===== src/rtl/bdq_pkg.sv =====
// bdq_pkg: sizes, codes, shared types and the slot helper of the bounded deque
// depends on nothing; imported by every other file of the block

package bdq_pkg;

    localparam int DEPTH = 16;
    localparam int IDX_W = $clog2(DEPTH);
    localparam int CNT_W = $clog2(DEPTH + 1);
    localparam int DATA_W = 32;

    typedef logic [IDX_W-1:0]  idx_t;
    typedef logic [CNT_W-1:0]  cnt_t;
    typedef logic [DATA_W-1:0] data_t;
    typedef logic [2:0]        opcode_t;
    typedef logic [1:0]        status_t;

    localparam opcode_t OP_PUSH_FRONT = 3'd0;
    localparam opcode_t OP_PUSH_BACK  = 3'd1;
    localparam opcode_t OP_REMOVE     = 3'd2;
    localparam opcode_t OP_DUMP_FWD   = 3'd3;
    localparam opcode_t OP_DUMP_REV   = 3'd4;

    localparam status_t ST_OK        = 2'd0;
    localparam status_t ST_NOT_FOUND = 2'd1;
    localparam status_t ST_FULL      = 2'd2;
    localparam status_t ST_EMPTY     = 2'd3;

    // memory access request from the sequencer
    typedef struct packed {
        logic  rd_en;
        idx_t  rd_addr;
        logic  wr_en;
        idx_t  wr_addr;
        data_t wr_data;
    } bdq_mem_req_t;

    // one result item
    typedef struct packed {
        status_t status;
        data_t   element;
        cnt_t    count;
        logic    last;
    } bdq_res_t;

    // physical slot of a logical position, head plus position wrapped once
    function automatic idx_t bdq_slot(idx_t head, cnt_t pos);
        logic [CNT_W:0] sum;
        sum = (CNT_W + 1)'(head) + (CNT_W + 1)'(pos);
        if (sum >= (CNT_W + 1)'(DEPTH)) begin
            sum = sum - (CNT_W + 1)'(DEPTH);
        end
        return idx_t'(sum);
    endfunction

endpackage


===== src/rtl/bdq_req_if.sv =====
// bdq_req_if: request channel of the bounded deque, valid/ready plus payload
// depends on bdq_pkg

interface bdq_req_if
    import bdq_pkg::*;
();
    logic               valid;
    logic               ready;
    logic [2:0]         opcode;
    logic signed [31:0] value;

    modport source (output valid, output opcode, output value, input ready);
    modport sink   (input valid, input opcode, input value, output ready);
endinterface


===== src/rtl/bdq_rsp_if.sv =====
// bdq_rsp_if: result channel of the bounded deque, valid/ready plus payload
// depends on bdq_pkg

interface bdq_rsp_if
    import bdq_pkg::*;
();
    logic               valid;
    logic               ready;
    logic [1:0]         status;
    logic signed [31:0] element;
    logic [CNT_W-1:0]   count;
    logic               last_of_run;

    modport source (output valid, output status, output element, output count,
                    output last_of_run, input ready);
    modport sink   (input valid, input status, input element, input count,
                    input last_of_run, output ready);
endinterface


===== src/rtl/bdq_store.sv =====
// bdq_store: entry memory, one write and one registered read port
// depends on bdq_pkg

module bdq_store
    import bdq_pkg::*;
(
    input  logic         clk,
    input  bdq_mem_req_t mem_req,
    output data_t        rd_data
);

    data_t mem [DEPTH];
    data_t rd_data_reg;

    // read data holds while no read is issued
    always_ff @(posedge clk)
    begin
        if (mem_req.wr_en)
        begin
            mem[mem_req.wr_addr] <= mem_req.wr_data;
        end
        if (mem_req.rd_en)
        begin
            rd_data_reg <= mem[mem_req.rd_addr];
        end
    end

    assign rd_data = rd_data_reg;

endmodule


===== src/rtl/bdq_out_stage.sv =====
// bdq_out_stage: result register between the sequencer and the result channel
// depends on bdq_pkg and bdq_rsp_if

module bdq_out_stage
    import bdq_pkg::*;
(
    input  logic             clk,
    input  logic             rst_n,
    input  logic             res_valid,
    input  bdq_res_t         res,
    output logic             free,
    bdq_rsp_if.source        rsp
);

    logic     valid_reg;
    bdq_res_t data_reg;

    assign free = !valid_reg || rsp.ready;

    always_ff @(posedge clk or negedge rst_n)
    begin
        if (!rst_n)
        begin
            valid_reg <= 1'b0;
        end
        else if (free)
        begin
            valid_reg <= res_valid;
        end
    end

    always_ff @(posedge clk)
    begin
        if (free && res_valid)
        begin
            data_reg <= res;
        end
    end

    assign rsp.valid       = valid_reg;
    assign rsp.status      = data_reg.status;
    assign rsp.element     = $signed(data_reg.element);
    assign rsp.count       = data_reg.count;
    assign rsp.last_of_run = data_reg.last;

endmodule


===== src/rtl/bdq_ctrl.sv =====
// bdq_ctrl: sequencer of the bounded deque, holds head and count and
// walks the entry memory for search, shift and dump; depends on bdq_pkg

module bdq_ctrl
    import bdq_pkg::*;
(
    input  logic         clk,
    input  logic         rst_n,
    bdq_req_if.sink      req,
    input  data_t        rd_data,
    output bdq_mem_req_t mem_req,
    input  logic         out_free,
    output logic         res_valid,
    output bdq_res_t     res
);

    typedef enum logic [2:0] {
        S_IDLE,
        S_EXEC,
        S_SEARCH,
        S_SHIFT,
        S_DUMP,
        S_RESP
    } state_t;

    state_t  state_reg, state_next;
    opcode_t op_reg, op_next;
    data_t   val_reg, val_next;
    idx_t    head_reg, head_next;
    cnt_t    count_reg, count_next;
    cnt_t    iss_pos_reg, iss_pos_next;
    logic    rd_pend_reg, rd_pend_next;
    cnt_t    rd_pos_reg, rd_pos_next;
    status_t st_reg, st_next;

    logic full;
    idx_t head_dec;
    logic more;
    logic issue;
    logic emit;
    cnt_t dump_pos;

    assign full     = (count_reg == cnt_t'(DEPTH));
    assign head_dec = (head_reg == '0) ? idx_t'(DEPTH - 1) : head_reg - idx_t'(1);
    assign more     = (iss_pos_reg < count_reg);
    assign dump_pos = (op_reg == OP_DUMP_FWD) ? iss_pos_reg
                                              : count_reg - cnt_t'(1) - iss_pos_reg;
    assign req.ready = (state_reg == S_IDLE);

    always_comb
    begin
        state_next   = state_reg;
        op_next      = op_reg;
        val_next     = val_reg;
        head_next    = head_reg;
        count_next   = count_reg;
        iss_pos_next = iss_pos_reg;
        rd_pend_next = rd_pend_reg;
        rd_pos_next  = rd_pos_reg;
        st_next      = st_reg;
        mem_req      = '0;
        res_valid    = 1'b0;
        res          = '0;
        issue        = 1'b0;
        emit         = 1'b0;

        unique case (state_reg)
            S_IDLE:
            begin
                if (req.valid)
                begin
                    op_next    = req.opcode;
                    val_next   = data_t'(req.value);
                    state_next = S_EXEC;
                end
            end

            S_EXEC:
            begin
                iss_pos_next = '0;
                rd_pend_next = 1'b0;
                case (op_reg) inside
                    OP_PUSH_FRONT, OP_PUSH_BACK:
                    begin
                        state_next = S_RESP;
                        if (full)
                        begin
                            st_next = ST_FULL;
                        end
                        else
                        begin
                            mem_req.wr_en   = 1'b1;
                            mem_req.wr_data = val_reg;
                            if (op_reg == OP_PUSH_FRONT)
                            begin
                                mem_req.wr_addr = head_dec;
                                head_next       = head_dec;
                            end
                            else
                            begin
                                mem_req.wr_addr = bdq_slot(head_reg, count_reg);
                            end
                            count_next = count_reg + cnt_t'(1);
                            st_next    = ST_OK;
                        end
                    end
                    OP_REMOVE:
                    begin
                        state_next = S_SEARCH;
                    end
                    OP_DUMP_FWD, OP_DUMP_REV:
                    begin
                        if (count_reg == '0)
                        begin
                            st_next    = ST_EMPTY;
                            state_next = S_RESP;
                        end
                        else
                        begin
                            state_next = S_DUMP;
                        end
                    end
                    default:
                    begin
                        state_next = S_IDLE;
                    end
                endcase
            end

            S_SEARCH:
            begin
                // compare the entry read last cycle while the next one is fetched
                if (rd_pend_reg && (rd_data == val_reg))
                begin
                    iss_pos_next = rd_pos_reg + cnt_t'(1);
                    rd_pend_next = 1'b0;
                    state_next   = S_SHIFT;
                end
                else if (!rd_pend_reg && !more)
                begin
                    st_next    = ST_NOT_FOUND;
                    state_next = S_RESP;
                end
                else
                begin
                    issue = more;
                end
            end

            S_SHIFT:
            begin
                // entry at position p moves down to p - 1
                if (rd_pend_reg)
                begin
                    mem_req.wr_en   = 1'b1;
                    mem_req.wr_addr = bdq_slot(head_reg, rd_pos_reg - cnt_t'(1));
                    mem_req.wr_data = rd_data;
                end
                if (!rd_pend_reg && !more)
                begin
                    count_next = count_reg - cnt_t'(1);
                    if (count_reg == cnt_t'(1))
                    begin
                        head_next = '0;
                    end
                    st_next    = ST_OK;
                    state_next = S_RESP;
                end
                else
                begin
                    issue = more;
                end
            end

            S_DUMP:
            begin
                emit = rd_pend_reg && out_free;
                if (emit)
                begin
                    res_valid   = 1'b1;
                    res.status  = ST_OK;
                    res.element = rd_data;
                    res.count   = count_reg;
                    res.last    = (rd_pos_reg == count_reg - cnt_t'(1));
                end
                if (!rd_pend_reg && !more)
                begin
                    state_next = S_IDLE;
                end
                else
                begin
                    // fetch ahead when no entry is held or the held entry leaves this cycle
                    issue = more && (!rd_pend_reg || out_free);
                    if (!issue && emit)
                    begin
                        rd_pend_next = 1'b0;
                    end
                end
            end

            S_RESP:
            begin
                if (out_free)
                begin
                    res_valid  = 1'b1;
                    res.status = st_reg;
                    res.count  = count_reg;
                    res.last   = 1'b1;
                    state_next = S_IDLE;
                end
            end

            default:
            begin
                state_next = S_IDLE;
            end
        endcase

        if (state_reg == S_SEARCH || state_reg == S_SHIFT || state_reg == S_DUMP)
        begin
            if (issue)
            begin
                mem_req.rd_en = 1'b1;
                mem_req.rd_addr = bdq_slot(head_reg,
                                           (state_reg == S_DUMP) ? dump_pos : iss_pos_reg);
                rd_pend_next  = 1'b1;
                rd_pos_next   = iss_pos_reg;
                iss_pos_next  = iss_pos_reg + cnt_t'(1);
            end
            else if (state_reg != S_DUMP && state_next == state_reg)
            begin
                rd_pend_next = 1'b0;
            end
        end
    end

    always_ff @(posedge clk or negedge rst_n)
    begin
        if (!rst_n)
        begin
            state_reg   <= S_IDLE;
            op_reg      <= OP_PUSH_FRONT;
            val_reg     <= '0;
            head_reg    <= '0;
            count_reg   <= '0;
            iss_pos_reg <= '0;
            rd_pend_reg <= 1'b0;
            rd_pos_reg  <= '0;
            st_reg      <= ST_OK;
        end
        else
        begin
            state_reg   <= state_next;
            op_reg      <= op_next;
            val_reg     <= val_next;
            head_reg    <= head_next;
            count_reg   <= count_next;
            iss_pos_reg <= iss_pos_next;
            rd_pend_reg <= rd_pend_next;
            rd_pos_reg  <= rd_pos_next;
            st_reg      <= st_next;
        end
    end

endmodule


===== src/rtl/bounded_deque_with_value_removal_unit.sv =====
// bounded_deque_with_value_removal_unit: top level of the bounded deque
// depends on bdq_pkg, bdq_req_if, bdq_rsp_if, bdq_store, bdq_ctrl, bdq_out_stage
//
// Usage:
//   req carries opcode and value; one request is taken per transfer, and only
//   while the sequencer is idle. rsp carries status, element, count and
//   last_of_run; last_of_run marks the final result of a request.
//   Push: one result, from S_EXEC through S_RESP into the output register.
//   Remove: the search reads one entry per cycle from the entry memory, and
//   the shift moves one entry per cycle.
//   Dump: one result per entry (one ST_EMPTY result when the deque is empty),
//   one per cycle while rsp is ready, paced by the single memory read port.
//   Unused opcodes are dropped in S_EXEC with no result.
//   A new request is taken only once the sequencer is back in S_IDLE, after
//   the previous result has entered the output register.
//   Reset clears head and count; the entry memory is left as is and needs
//   no clearing pass, since only live entries are read.
//   When rsp stalls, the output register holds its result and the sequencer
//   waits; nothing is dropped or repeated.

module bounded_deque_with_value_removal_unit
    import bdq_pkg::*;
(
    input  logic      clk,
    input  logic      rst_n,
    bdq_req_if.sink   req,
    bdq_rsp_if.source rsp
);

    bdq_mem_req_t mem_req;
    data_t        rd_data;
    logic         out_free;
    logic         res_valid;
    bdq_res_t     res;

    bdq_store u_store (
        .clk     (clk),
        .mem_req (mem_req),
        .rd_data (rd_data)
    );

    bdq_ctrl u_ctrl (
        .clk       (clk),
        .rst_n     (rst_n),
        .req       (req),
        .rd_data   (rd_data),
        .mem_req   (mem_req),
        .out_free  (out_free),
        .res_valid (res_valid),
        .res       (res)
    );

    bdq_out_stage u_out (
        .clk       (clk),
        .rst_n     (rst_n),
        .res_valid (res_valid),
        .res       (res),
        .free      (out_free),
        .rsp       (rsp)
    );

endmodule


===== src/flat_wrapper.sv =====
// flat-port wrapper written by rule: the top's interface ports become plain ports
module bounded_deque_with_value_removal_unit_flat import bdq_pkg::*;
  (clk, rst_n, req_valid, req_opcode, req_value, req_ready, rsp_valid, rsp_status, rsp_element, rsp_count, rsp_last_of_run, rsp_ready);
  bdq_req_if req_i ();
  bdq_rsp_if rsp_i ();
  input  logic clk;
  input  logic rst_n;
  input wire logic [$bits(req_i.valid)-1:0] req_valid;
  input wire logic [$bits(req_i.opcode)-1:0] req_opcode;
  input wire logic [$bits(req_i.value)-1:0] req_value;
  output wire logic [$bits(req_i.ready)-1:0] req_ready;
  output wire logic [$bits(rsp_i.valid)-1:0] rsp_valid;
  output wire logic [$bits(rsp_i.status)-1:0] rsp_status;
  output wire logic [$bits(rsp_i.element)-1:0] rsp_element;
  output wire logic [$bits(rsp_i.count)-1:0] rsp_count;
  output wire logic [$bits(rsp_i.last_of_run)-1:0] rsp_last_of_run;
  input wire logic [$bits(rsp_i.ready)-1:0] rsp_ready;
  assign req_i.valid = req_valid;
  assign req_i.opcode = req_opcode;
  assign req_i.value = req_value;
  assign req_ready = req_i.ready;
  assign rsp_valid = rsp_i.valid;
  assign rsp_status = rsp_i.status;
  assign rsp_element = rsp_i.element;
  assign rsp_count = rsp_i.count;
  assign rsp_last_of_run = rsp_i.last_of_run;
  assign rsp_i.ready = rsp_ready;
  bounded_deque_with_value_removal_unit u_core (.clk(clk), .rst_n(rst_n), .req(req_i), .rsp(rsp_i));
endmodule

===== config.mk =====
export PLATFORM = sky130hd
export DESIGN_NAME = bounded_deque_with_value_removal_unit_flat
export DESIGN_NICKNAME = d
export VERILOG_FILES = /design/src/rtl/bdq_pkg.sv /design/src/rtl/bdq_req_if.sv /design/src/rtl/bdq_rsp_if.sv /design/src/rtl/bdq_store.sv /design/src/rtl/bdq_out_stage.sv /design/src/rtl/bdq_ctrl.sv /design/src/rtl/bounded_deque_with_value_removal_unit.sv /design/src/flat_wrapper.sv
export SDC_FILE = /design/constraint.sdc
export NUM_CORES = 1
export LEC_CHECK = 0
export ABC_AREA = 1
export BUFFER_PORTS_ARGS = -buffer_cell sky130_fd_sc_hd__buf_2
export CORE_AREA = 2 2 272 274
export CTS_CLUSTER_DIAMETER = 60
export DETAILED_ROUTE_END_ITERATION = 12
export DIE_AREA = 0 0 274 276
export GPL_TIMING_DRIVEN = 0
export SLEW_MARGIN = 30
export SYNTH_ARGS = -nofsm -noshare
export SYNTH_HDL_FRONTEND = slang
export SYNTH_SLANG_ARGS = --single-unit

===== constraint.sdc =====
create_clock -name clk -period 3.35 [get_ports clk]
set_clock_uncertainty 0.05 [all_clocks]
set_input_delay 0.67 -clock clk [delete_from_list [all_inputs] [get_ports clk]]
set_output_delay 0.67 -clock clk [all_outputs]
set_load 0.02 [all_outputs]

==> results.toml <==
[status]
status = "finished, violations left"
violations = "negative setup slack"

[die]
die_y_um = 276
start_util_pct = 39.7
chipWidth_um = 274
core_area_um2 = 72600
die-area_um2 = 75600
rows = 99
ioPinCount = 81

[logic_synthesis]
ys_ff_latch = 645
syn_inst = 2535
syn_nets = 2603
syn_area_um2 = 28800
ys_warn_count = 0
ys_seq_area_share_pct = 66.2
async_flop_share_pct = 9.46
ys_types = 45
synth_ff_type = "edfxtp_1"
syn_avg_cell_area_um2 = 11.4
synth-edff-count = 584

[place]
hpwl_mm = 61.6
port_buffers = 80
gp_congestion = 0.910

[worst_setup_path]
worstPathMaxFanout = 6
critPathLaunchType = "flop"
timing.rr.end = "u_core.u_store.rd_data[10]"
r2r_start = "u_core.u_ctrl.count_reg[1]"
arrival_ns = 3.74
worstPathRequired_ns = 3.65
r2r_setup_slack_ns = -0.09
worstSetupEndpointType = "flop"
startpoint = "u_core.u_ctrl.count_reg[1]"
worstSetupPathType = "reg2reg"
r2r_cells = 17
cp-endpoint = "u_core.u_store.rd_data[10]"

[global_route]
grt_overflow_total = 0
grt_pass1_wl_mm = 128
globalRouteTotalUtil_pct = 22.9
antenna_found_initial = 3
grt_pass1_vias = 19900
grt_max_degree = 45

[drt]
num_vias = 20600
viasPerCell = 5.41
wl_mm = 88.6
ant_nets = 0
routedWlPerCell_um = 23.3
drc = 0
drt_pass1_iterations = 5
drtIter0Drc = 2451

[timing]
setup_ws_ns = -0.0921
hold_viol_final = 0
relSlewSlack_pct = 30.3
clock.fmax_ghz = 0.291
setup_tns_ns = -1.24
setup_viol = 27
worst_pin_slew_ns = 1.05
period_share_pct = 103
grt_setup_unrepaired = "yes"
fin_crit_ns = 3.44
finalMaxSlewViolations = 0

[clock_tree]
root_buffer = "clkbuf_16"
cts_sinks = 645
clock_latency_ns = 0.63
numCtsBuffers = 70
cts.clk_slew.worst_paths_ns = 0.06
h-tree-depth = 3
clk_path_buf_depth = 3
tritoncts = "done"

[pwr]
p_sw_w = 0.0135
power.leakage_nw = 14.1
p_per_area_nw_per_um2 = 903
swShare_pct = 41.8
irDropWorstVdd_mv = 0.537
total_power_w = 0.0322
p_seq_share_pct = 33.3
internal-power_w = 0.0187
clock_power_share_pct = 23.1
comb_power_share_pct = 43.6

[final_layout]
syn_to_final_growth_pct = 23.6
nets = 2854
regMostFlops = "u_core.u_store.mem"
final.fill_count = 6344
final_cell_mix = "584 x edfxtp_1, 385 x nand3_1, 293 x nand2_1"
seq_area_um2 = 19100
multiInputGateArea_um2 = 8760
final_common_cell = "edfxtp_1"
largest_register_ffs = 512
drive_above_1_share_pct = 24.9

[flow_run]
maxCapViolations = 0

[hold_path]
hold_path_class = "in2reg"
hold_start = "req_value[15]"
-- layout make-up --
| cell class | count | share of cell area [%] |
|---|---|---|
| flip-flops and latches | 645 | 53.6 |
| multi-input cells | 1415 | 24.6 |
| repair buffers | 182 | 5.99 |
| clock buffers | 87 | 5.16 |
| inverters | 326 | 3.54 |
| well taps | 959 | 3.37 |
| plain buffers | 146 | 2.86 |
| clock inverters | 42 | 0.924 |
| diodes | 1 | 0.00703 |
-- cell families (layout without fill, tap and decap cells) --
logic type / count (synthesis) / in the layout / synth area share, %
AO/OA/AOI/OAI: 210 / 210 / 5.19
XOR/XNOR: 49 / 49 / 1.49
adder cells (fa/ha/maj): 29 / 29 / 1.36
buffers and inverters: 475 / 783 / 6.74
flip-flops: 645 / 645 / 66.2
multiplexers: 24 / 24 / 0.934
other: 0 / 1 / 0
AND/OR/NAND/NOR: 1103 / 1103 / 18.1
-- worst min path at each step --
stage	endpoint	slack (ns)	cells after the start
3_3_place_gp	u_core.u_ctrl.rd_pos_reg[4]	0.47	2
2_1_floorplan	u_core.u_ctrl.count_reg[0]	0.32	0
6_report	u_core.u_ctrl.val_reg[15]	0.24	2
3_5_place_dp	u_core.u_ctrl.rd_pos_reg[4]	0.48	2
5_1_grt	u_core.u_ctrl.op_reg[2]	0.23	2
4_1_cts	u_core.u_ctrl.val_reg[17]	0.21	2
-- power groups by stage --
| stage | combinational, W | sequential [W] | clock [W] |
|---|---|---|---|
| floorplan | 0.00704 | 0.0108 | 0 |
| global placement | 0.0116 | 0.0109 | 0 |
| detailed placement | 0.0121 | 0.0108 | 0 |
| CTS | 0.0130 | 0.0107 | 0.00753 |
| global route | 0.0150 | 0.0108 | 0.00784 |
| finish | 0.0140 | 0.0107 | 0.00744 |
-- metal layers --
metal	GRT usage, %	wire [µm]
met2	36.9	41700
met3	3.74	7700
met1	31.0	35500
met4	8.93	3680
met5	0	13
-- stage by stage --
step | util [%] | worst slack [ns] | hold slack [ns] | area [µm²] | std cells
5_1_grt | 49.0 | -0.262 | 0.226 | 35600 | 3802
3_5_place_dp | 43.7 | -1.38 | 0.479 | 31800 | 3628
4_1_cts | 47.9 | -0.00285 | 0.210 | 34800 | 3788
6_report | 49.0 | -0.0921 | 0.241 | 35600 | 3803
2_1_floorplan | - | -0.329 | 0.324 | 28800 | 2535
3_3_place_gp | 41.9 | -2.44 | 0.474 | 30400 | 3574
-- Yosys cell counts (6+ instances only) --
master / n / share of area, %
a21oi_1: 23 / 0.40
buf_1: 6 / 0.078
buf_2: 53 / 0.92
buf_4: 25 / 0.65
clkbuf_1: 65 / 0.85
dfrtp_1: 61 / 5.3
edfxtp_1: 584 / 61
ha_1: 25 / 1.1
inv_1: 292 / 3.8
inv_2: 32 / 0.42
mux2_2: 23 / 0.90
nand2_1: 327 / 4.3
nand3_1: 437 / 7.6
nand3b_1: 64 / 1.7
nor2_1: 163 / 2.1
o2111ai_1: 96 / 2.9
o21ai_0: 46 / 0.80
o22ai_1: 21 / 0.46
or2_2: 97 / 2.1
xnor2_1: 29 / 0.88
xor2_1: 20 / 0.61
-- critical path, stage by stage, from the launching register on --
cell and delay (ns):
dfrtp_1 0.41, inv_4 0.12, ha_4 0.18, xnor2_4 0.12, inv_2 0.07, ha_4 0.28, xor2_1 0.15, o21ai_1 0.09
ha_1 0.34, a21oi_2 0.14, nand2_1 0.07, xor2_1 0.16, xor2_1 0.27, nand2_4 0.13, buf_12 0.19, clkbuf_16 0.17
nand3_2 0.11, nand2_2 0.10
-- timing repair --
action,CTS,global route
pin swaps,21,35
setup buffers,31,8
resized for setup,145,134
endpoints found under the hold margin,17,0
hold buffers,1,0
gates cloned,1,7
setup endpoints to repair,692,378
No activity file was read; power rests on OpenSTA's default activity.
